`src/ctpl_pkg.sv`:
```
// ----------------------------------------------------------------------------
// CIGAR parser package
// Types, character constants and codes shared by the CIGAR parser modules.
// ----------------------------------------------------------------------------
`timescale 1ns / 1ps

package ctpl_pkg;

    // Width of run lengths and totals.
    localparam int LEN_BITS = 32;
    localparam logic [LEN_BITS-1:0] LEN_MAX = '1;

    // Packed stream widths.
    localparam int OUT_FIELD_BITS = 8 + 3 * LEN_BITS + 3;
    localparam int OUT_DATA_BITS  = ((OUT_FIELD_BITS + 7) / 8) * 8;

    // Characters of the CIGAR text.
    localparam logic [7:0] CH_ZERO = 8'h30;
    localparam logic [7:0] CH_NINE = 8'h39;
    localparam logic [7:0] CH_EQ   = 8'h3D;
    localparam logic [7:0] CH_A    = 8'h41;
    localparam logic [7:0] CH_Z    = 8'h5A;
    localparam logic [7:0] CH_M    = 8'h4D;
    localparam logic [7:0] CH_I    = 8'h49;
    localparam logic [7:0] CH_D    = 8'h44;

    // Input item kinds.
    localparam logic FUNC_CHAR = 1'b0;
    localparam logic FUNC_END  = 1'b1;

    typedef enum logic [1:0] {
        KIND_RECORD = 2'd0,
        KIND_END    = 2'd1,
        KIND_ERROR  = 2'd2
    } t_kind;

    typedef enum logic [2:0] {
        ERR_NONE        = 3'd0,
        ERR_ZERO_LEN    = 3'd1,
        ERR_BAD_CHAR    = 3'd2,
        ERR_MISSING_OP  = 3'd3,
        ERR_UNSUPPORTED = 3'd4,
        ERR_OVERFLOW    = 3'd5
    } t_err;

    // One registered input item on its way into the parser.
    typedef struct packed {
        logic       valid;
        logic       func;
        logic [7:0] char_code;
    } t_step_in;

    // One result item.
    typedef struct packed {
        t_kind               kind;
        logic [7:0]          op_code;
        logic [LEN_BITS-1:0] run_length;
        logic [LEN_BITS-1:0] query_length;
        logic [LEN_BITS-1:0] ref_length;
        t_err                error_code;
        logic                last;
    } t_result;

endpackage

```
`src/ctpl_core.sv`:
```
// ----------------------------------------------------------------------------
// CIGAR parser core
// Holds the parse state, handles one item per cycle unless stalled and registers the result.
// ----------------------------------------------------------------------------
`timescale 1ns / 1ps

module ctpl_core (
    input  logic              i_clk,
    input  logic              i_rst_n,
    input  ctpl_pkg::t_step_in i_step,
    input  logic              i_strict,
    input  logic              i_out_ready,
    output logic              o_can_take,
    output logic              o_res_valid,
    output ctpl_pkg::t_result o_res
);

    localparam int LB = ctpl_pkg::LEN_BITS;

    logic [LB-1:0]       r_acc, n_acc;
    logic [LB-1:0]       r_qtot, n_qtot;
    logic [LB-1:0]       r_rtot, n_rtot;
    ctpl_pkg::t_err      r_held, n_held;
    logic                r_res_valid;
    ctpl_pkg::t_result   r_res, n_res;
    logic                res_fire;

    logic [LB+3:0]       acc_x10;
    logic [LB:0]         q_sum;
    logic [LB:0]         r_sum;
    logic                is_digit;
    logic                is_op;

    // Decimal step and total sums, all widened by the carry bits.
    assign acc_x10 = ({4'd0, r_acc} << 3) + ({4'd0, r_acc} << 1)
                   + {{LB{1'b0}}, i_step.char_code[3:0]};
    assign q_sum   = {1'b0, r_qtot} + {1'b0, r_acc};
    assign r_sum   = {1'b0, r_rtot} + {1'b0, r_acc};

    assign is_digit = i_step.char_code inside {[ctpl_pkg::CH_ZERO:ctpl_pkg::CH_NINE]};
    assign is_op    = i_step.char_code inside {[ctpl_pkg::CH_A:ctpl_pkg::CH_Z], ctpl_pkg::CH_EQ};

    assign o_can_take  = !r_res_valid || i_out_ready;
    assign o_res_valid = r_res_valid;
    assign o_res       = r_res;

    // Next state and result for the item in the input register.
    always_comb begin
        logic ovf;
        ovf      = 1'b0;
        n_acc    = r_acc;
        n_qtot   = r_qtot;
        n_rtot   = r_rtot;
        n_held   = r_held;
        res_fire = 1'b0;
        n_res    = '{kind: ctpl_pkg::KIND_ERROR, op_code: 8'd0, run_length: r_acc,
                     query_length: r_qtot, ref_length: r_rtot,
                     error_code: ctpl_pkg::ERR_NONE, last: 1'b0};

        if (i_step.valid) begin
            if (i_step.func == ctpl_pkg::FUNC_END) begin
                // End of string: summary with the totals, then clear everything.
                res_fire         = 1'b1;
                n_res.kind       = ctpl_pkg::KIND_END;
                n_res.run_length = '0;
                n_res.last       = 1'b1;
                if (r_held == ctpl_pkg::ERR_NONE && r_acc != '0) begin
                    n_res.error_code = ctpl_pkg::ERR_MISSING_OP;
                end else begin
                    n_res.error_code = r_held;
                end
                n_acc  = '0;
                n_qtot = '0;
                n_rtot = '0;
                n_held = ctpl_pkg::ERR_NONE;
            end else if (r_held != ctpl_pkg::ERR_NONE) begin
                // Characters after an error are dropped.
                res_fire = 1'b0;
            end else if (is_digit) begin
                if (acc_x10[LB+3:LB] != 4'd0) begin
                    n_acc            = ctpl_pkg::LEN_MAX;
                    res_fire         = 1'b1;
                    n_res.run_length = ctpl_pkg::LEN_MAX;
                    n_res.error_code = ctpl_pkg::ERR_OVERFLOW;
                    n_held           = ctpl_pkg::ERR_OVERFLOW;
                end else begin
                    n_acc = acc_x10[LB-1:0];
                end
            end else if (is_op) begin
                res_fire = 1'b1;
                if (r_acc == '0) begin
                    n_res.error_code = ctpl_pkg::ERR_ZERO_LEN;
                    n_held           = ctpl_pkg::ERR_ZERO_LEN;
                end else begin
                    // Saturating total updates for the ops that count.
                    if (i_step.char_code == ctpl_pkg::CH_M ||
                        i_step.char_code == ctpl_pkg::CH_I) begin
                        n_qtot = q_sum[LB] ? ctpl_pkg::LEN_MAX : q_sum[LB-1:0];
                        ovf    = ovf | q_sum[LB];
                    end
                    if (i_step.char_code == ctpl_pkg::CH_M ||
                        i_step.char_code == ctpl_pkg::CH_D) begin
                        n_rtot = r_sum[LB] ? ctpl_pkg::LEN_MAX : r_sum[LB-1:0];
                        ovf    = ovf | r_sum[LB];
                    end
                    n_res.query_length = n_qtot;
                    n_res.ref_length   = n_rtot;
                    if (i_strict && !(i_step.char_code == ctpl_pkg::CH_M ||
                                      i_step.char_code == ctpl_pkg::CH_I ||
                                      i_step.char_code == ctpl_pkg::CH_D)) begin
                        n_res.error_code = ctpl_pkg::ERR_UNSUPPORTED;
                        n_held           = ctpl_pkg::ERR_UNSUPPORTED;
                    end else if (ovf) begin
                        n_res.error_code = ctpl_pkg::ERR_OVERFLOW;
                        n_held           = ctpl_pkg::ERR_OVERFLOW;
                    end else begin
                        n_res.kind    = ctpl_pkg::KIND_RECORD;
                        n_res.op_code = i_step.char_code;
                        n_acc         = '0;
                    end
                end
            end else begin
                res_fire         = 1'b1;
                n_res.error_code = ctpl_pkg::ERR_BAD_CHAR;
                n_held           = ctpl_pkg::ERR_BAD_CHAR;
            end
        end
    end

    // Parse state.
    always_ff @(posedge i_clk) begin
        if (!i_rst_n) begin
            r_acc  <= '0;
            r_qtot <= '0;
            r_rtot <= '0;
            r_held <= ctpl_pkg::ERR_NONE;
        end else begin
            r_acc  <= n_acc;
            r_qtot <= n_qtot;
            r_rtot <= n_rtot;
            r_held <= n_held;
        end
    end

    // Result register; the top only presents an item when it can be taken.
    always_ff @(posedge i_clk) begin
        if (!i_rst_n) begin
            r_res_valid <= 1'b0;
        end else if (res_fire) begin
            r_res_valid <= 1'b1;
        end else if (i_out_ready) begin
            r_res_valid <= 1'b0;
        end
    end

    always_ff @(posedge i_clk) begin
        if (res_fire) begin
            r_res <= n_res;
        end
    end

endmodule

```
`src/cigar_text_parse_and_lengths_top.sv`:
```
// ----------------------------------------------------------------------------
// CIGAR text parser with query and reference lengths
// Parses CIGAR characters into op records, error reports and end summaries and keeps saturating length totals.
//
//   Channel  Direction  Handshake                      Payload
//   s_axis   in         s_axis_tvalid / s_axis_tready  tuser func, tdata char
//   m_axis   out        m_axis_tvalid / m_axis_tready  tuser kind, tdata, tlast
//   cfg      in         i_cfg_wr_en                    i_cfg_wr_data strict_ops
//
// One item is taken per cycle while s_axis_tready is high; an accepted item waits in
// the input register, and its result, if any, is presented from the result register.
// The input register and the result register each hold one item, so a stall
// on m_axis reaches s_axis_tready once both are full.
// Reset clears the parse state and both valid flags and sets strict_ops.
// ----------------------------------------------------------------------------
`timescale 1ns / 1ps

module cigar_text_parse_and_lengths_top (
    input  logic                                i_clk,
    input  logic                                i_rst_n,
    input  logic                                i_cfg_wr_en,
    input  logic                                i_cfg_wr_data,
    input  logic                                s_axis_tvalid,
    output logic                                s_axis_tready,
    input  logic [7:0]                          s_axis_tdata,  // char_code
    input  logic                                s_axis_tuser,  // func
    output logic                                m_axis_tvalid,
    input  logic                                m_axis_tready,
    // op_code, run_length, query_length, ref_length, error_code, zero fill
    output logic [ctpl_pkg::OUT_DATA_BITS-1:0]  m_axis_tdata,
    output logic [1:0]                          m_axis_tuser,  // kind
    output logic                                m_axis_tlast   // last
);

    localparam int PAD_BITS = ctpl_pkg::OUT_DATA_BITS - ctpl_pkg::OUT_FIELD_BITS;

    logic               r_strict;
    logic               r_in_valid;
    logic               r_in_func;
    logic [7:0]         r_in_char;
    logic               core_can_take;
    logic               advance;
    ctpl_pkg::t_step_in step;
    ctpl_pkg::t_result  res;

    // Configuration register.
    always_ff @(posedge i_clk) begin
        if (!i_rst_n) begin
            r_strict <= 1'b1;
        end else if (i_cfg_wr_en) begin
            r_strict <= i_cfg_wr_data;
        end
    end

    // Input register: moves into the core whenever the result slot is free.
    assign advance       = r_in_valid && core_can_take;
    assign s_axis_tready = !r_in_valid || advance;

    always_ff @(posedge i_clk) begin
        if (!i_rst_n) begin
            r_in_valid <= 1'b0;
        end else if (s_axis_tready) begin
            r_in_valid <= s_axis_tvalid;
        end
    end

    always_ff @(posedge i_clk) begin
        if (s_axis_tvalid && s_axis_tready) begin
            r_in_func <= s_axis_tuser;
            r_in_char <= s_axis_tdata;
        end
    end

    assign step = '{valid: advance, func: r_in_func, char_code: r_in_char};

    ctpl_core u_core (
        .i_clk       (i_clk),
        .i_rst_n     (i_rst_n),
        .i_step      (step),
        .i_strict    (r_strict),
        .i_out_ready (m_axis_tready),
        .o_can_take  (core_can_take),
        .o_res_valid (m_axis_tvalid),
        .o_res       (res)
    );

    // Pack the result fields, first field in the lowest bits.
    assign m_axis_tdata = {{PAD_BITS{1'b0}}, res.error_code, res.ref_length,
                           res.query_length, res.run_length, res.op_code};
    assign m_axis_tuser = res.kind;
    assign m_axis_tlast = res.last;

endmodule

```
`config.mk`:
```
export PLATFORM = sky130hd
export DESIGN_NAME = cigar_text_parse_and_lengths_top
export DESIGN_NICKNAME = d
export VERILOG_FILES = /design/src/ctpl_pkg.sv /design/src/ctpl_core.sv /design/src/cigar_text_parse_and_lengths_top.sv
export SDC_FILE = /design/constraint.sdc
export NUM_CORES = 1
export LEC_CHECK = 0
export ABC_CLOCK_PERIOD_IN_PS = 17000
export BUFFER_PORTS_ARGS = -buffer_cell sky130_fd_sc_hd__buf_2
export CAP_MARGIN = 20
export CORE_MARGIN = 3
export CORE_UTILIZATION = 35
export CTS_CLUSTER_SIZE = 10
export DETAILED_ROUTE_END_ITERATION = 10
export GPL_ROUTABILITY_DRIVEN = 0
export MAX_ROUTING_LAYER = met4
export PLACE_DENSITY = 0.48
export SYNTH_ARGS = -nofsm -noshare
export SYNTH_HDL_FRONTEND = slang
export SYNTH_SLANG_ARGS = --single-unit
export TNS_END_PERCENT = 5
```
`constraint.sdc`:
```
create_clock -name i_clk -period 17 [get_ports i_clk]
set_input_delay 3.4 -clock i_clk [delete_from_list [all_inputs] [get_ports i_clk]]
set_output_delay 3.4 -clock i_clk [all_outputs]
set_load 0.02 [all_outputs]
```
==> metrics.md <==
| Metric | Value |
|---|---|
| Outcome | `finished, final reports clean` |
| Share of cells above drive strength 1 | `12.0%` |
| Cell Rows | `73` |
| EDFF count, synth | `118` |
| Slowest-stage cell, CP | `nor2b_1` |
| CTS tree | `done` |
| Pint | `911 uW` |
| Flop pwr share | `49.2%` |
| Vias in the first global route | `12200` |
| Main flop type after synthesis | `edfxtp_1` |
| Via count | `12300` |
| Worst Skew | `0.0177 ns` |
| Layout fillers | `4055` |
| Hold Path End | `u_core.r_qtot[2]` |
| Sequential share of the synthesized area | `39.1%` |
| CTS clk-pin slew, worst paths | `0.06 ns` |
| Initial antenna violation count | `0` |
| Delay of the slowest cell on the worst path | `0.19 ns` |
| Final Max Slew Viols | `0` |
| Hold crit path type | `reg2reg` |
| Post-Syn Area | `0.0143 mm^2` |
| Achievable Freq | `136 MHz` |
| Synth async-reset ratio | `0%` |
| Unrepaired setup endpoints after global routing | `no` |
| Num CTS Buffers | `27` |
| DP HPWL | `32400 um` |
| I/O pin count | `132` |
| R2R Setup Slk | `10.86 ns` |
| R2R Path Start | `u_core.r_acc[0]` |
| Final ANT Viol Nets | `0` |
| Sw Pwr | `287 uW` |
| Crit Path Category | `in2out` |
| IO buf count | `126` |
| Cts repair resizes | `0` |
| Comb pwr share | `6.3%` |
| Multi-input logic area | `0.00829 mm^2` |
| Hold Fails Final Rpt | `0` |
| Final Util | `40.6%` |
| Final setup violation count | `0` |
| Drt first pass iters | `5` |
| Vias per cell | `5.58` |
| Postcts setup bufs | `0` |
| Power per cell area | `73.7 mW/mm^2` |
| Detailed Route WL | `45900 um` |
| Tmin final | `7.35 ns` |
| CP max FO | `3` |
| Final Non-Filler Cells | `2210` |
| Total routing usage reported by global routing | `21.3%` |
| Sw Share | `24.0%` |
| Slew margin rel. | `30.7%` |
| Largest net degree at the start of global routing | `64` |
| Die area | `0.0432 mm^2` |
| CP required | `13.60 ns` |
| Element type at the critical path end | `output port` |
| Max Cap Viol | `0` |
| Crit path from | `m_axis_tready` |
| Final #Nets | `1811` |
| Post-detailed-route wirelength per cell | `20.8 um` |
| Reg2Reg Depth | `16` |
| Reg2reg end | `u_core.o_res[75]` |
| CP delay by family, top | `simple AND/OR/NAND/NOR gates` |
| Number of hold buffers added after cts | `0` |
| Most frequent cell on the critical path | `buf_2` |
| Fin Hold WS | `0.478 ns` |
| DRT iter0 DRCs | `791` |
| Initial Util | `35.7%` |
| Clock latency on the worst-skew pair | `0.55 ns` |
| Syn. warnings | `0` |
| Worst-path cell chain | `buf_2, nor2b_1, nand2_1, buf_2` |
| Sink Count | `220` |
| Die width | `208 um` |
| Placed Cells | `2161` |
| Gr ovfl total | `0` |
| Register area | `0.00559 mm^2` |
| First-pass GRT wire length | `71200 um` |
| Avg Cell Area, Syn | `9.17 um^2` |
| Residual DRC | `0` |
| Startpoint Class | `input port` |
| Max Root-Sink Buffers | `3` |
| Yosys reg bits | `220` |
| Yosys cell types | `82` |
| Hold path cells | `2` |
| Tcrit/Tclk final | `43.2%` |
| Hold Path Origin | `u_core.r_qtot[2]` |
| Post-Synthesis Cells | `1557` |
| Core Region | `0.0400 mm^2` |
| Clock root buffer | `clkbuf_16` |
| Leakage | `7.32 nW` |
| Synth-to-Final Area Change | `13.8%` |
| Clock share of power | `44.5%` |
| H-tree depth | `1` |
| Chip height | `208 um` |
| Least-Margin Pin Slew | `1.04 ns` |
| Buf+Inv Stages, Crit Path | `2` |
| TNS Setup | `0 ns` |
| Data arrival, critical path | `3.95 ns` |
| Worst ir drop on vdd | `0.0706 mV` |
## metrics by stage
| stage | total power [mW] | cell area, um^2 | setup slack (ns) |
|---|---|---|---|
| 3_5_place_dp | 0.677 | 15500 | 9.66 |
| 6_report | 1.20 | 16200 | 9.65 |
| 2_1_floorplan | 0.648 | 14300 | 7.09 |
| 4_1_cts | 1.22 | 16200 | 9.65 |
| 5_1_grt | 1.24 | 16200 | 9.56 |
| 3_3_place_gp | 0.677 | 15500 | 9.68 |
## cells by family after synthesis
logic type / Yosys count / share of synthesized area, %
buffers and inverters: 103 / 3.27
AOI/OAI and AO/OA: 558 / 26.0
other: 1 / 0.0263
muxes: 4 / 0.307
adders and majority gates: 131 / 11.7
DFF: 220 / 39.1
xor gates and xnor gates: 79 / 4.85
and+or+nand+nor: 461 / 14.7
## how the worst max path moves through the flow
stage / cells after the start / to / slack [ns]
3_5_place_dp: 4 / s_axis_tready / 9.66
3_3_place_gp: 4 / s_axis_tready / 9.68
2_1_floorplan: 5 / u_core.o_res[100] / 7.09
4_1_cts: 4 / s_axis_tready / 9.65
5_1_grt: 4 / s_axis_tready / 9.56
6_report: 4 / s_axis_tready / 9.65
## layout by cell type, fill, tap and decap left out, drive strengths merged, types with 7 or more instances in the layout
master / count
a211o: 8
a211oi: 19
a21boi: 8
a21o: 79
a21oi: 176
a221o: 10
a22o: 20
a311oi: 7
a31oi: 16
and2: 16
and3: 11
buf: 151
clkbuf: 44
dfxtp: 102
edfxtp: 118
ha: 127
inv: 25
nand2: 214
nand2b: 8
nand3: 43
nand4: 16
nor2: 84
nor2b: 9
nor3: 21
nor4: 14
o211ai: 18
o21a: 14
o21ai: 93
o21bai: 14
o221ai: 17
o22a: 8
or3: 8
xnor2: 45
xor2: 34
## registers in the layout (all words and copies together), names as in the netlist, 3 cells and up
name and count:
u_core.o_res 109, u_core.r_acc 32, u_core.r_qtot 32, u_core.r_rtot 32, r_in_char 8, u_core.r_held 3
## Yosys cell counts, types with 34 or more instances
| library cell | count | share of area [%] |
|---|---|---|
| nand2_1 | 214 | 5.6 |
| a21oi_1 | 175 | 6.1 |
| ha_1 | 127 | 11 |
| edfxtp_1 | 118 | 25 |
| dfxtp_1 | 102 | 14 |
| o21ai_0 | 92 | 3.2 |
| nor2_1 | 84 | 2.2 |
| a21o_1 | 79 | 4.2 |
| clkbuf_1 | 54 | 1.4 |
| xnor2_1 | 45 | 2.8 |
| nand3_1 | 43 | 1.5 |
| xor2_1 | 34 | 2.1 |
## worst min-delay path: stages (launching register included)
cell and delay (ns):
dfxtp_1 0.32, nand2_1 0.06, a21oi_1 0.05
## power groups by stage
| stage | combinational (mW) | clock [mW] | sequential [mW] |
|---|---|---|---|
| CTS | 0.0769 | 0.548 | 0.590 |
| finish | 0.0752 | 0.534 | 0.589 |
| global route | 0.0809 | 0.569 | 0.591 |
| global placement | 0.0763 | 0 | 0.601 |
| floorplan | 0.0234 | 0 | 0.625 |
| detailed placement | 0.0767 | 0 | 0.601 |
## routing by layer
metal / global-route usage [%] / wire (um) / up-vias
met1: 28.7 / 21300 / 5881
li1: - / - / 6087
met5: - / 0 / -
met4: 5.46 / 1160 / 0
met2: 33.7 / 21000 / 297
met3: 3.23 / 2430 / 65
## area by class of cell
cell class | count | share of cell area, %
well taps | 525 | 4.04
repair buffers | 151 | 5.04
clock buffers | 44 | 4.61
inverters | 26 | 0.601
diodes | 1 | 0.0154
clock inverters | 4 | 0.270
multi-input cells | 1239 | 51.0
flip-flops and latches | 220 | 34.4
(Power assumes the default switching activity.)
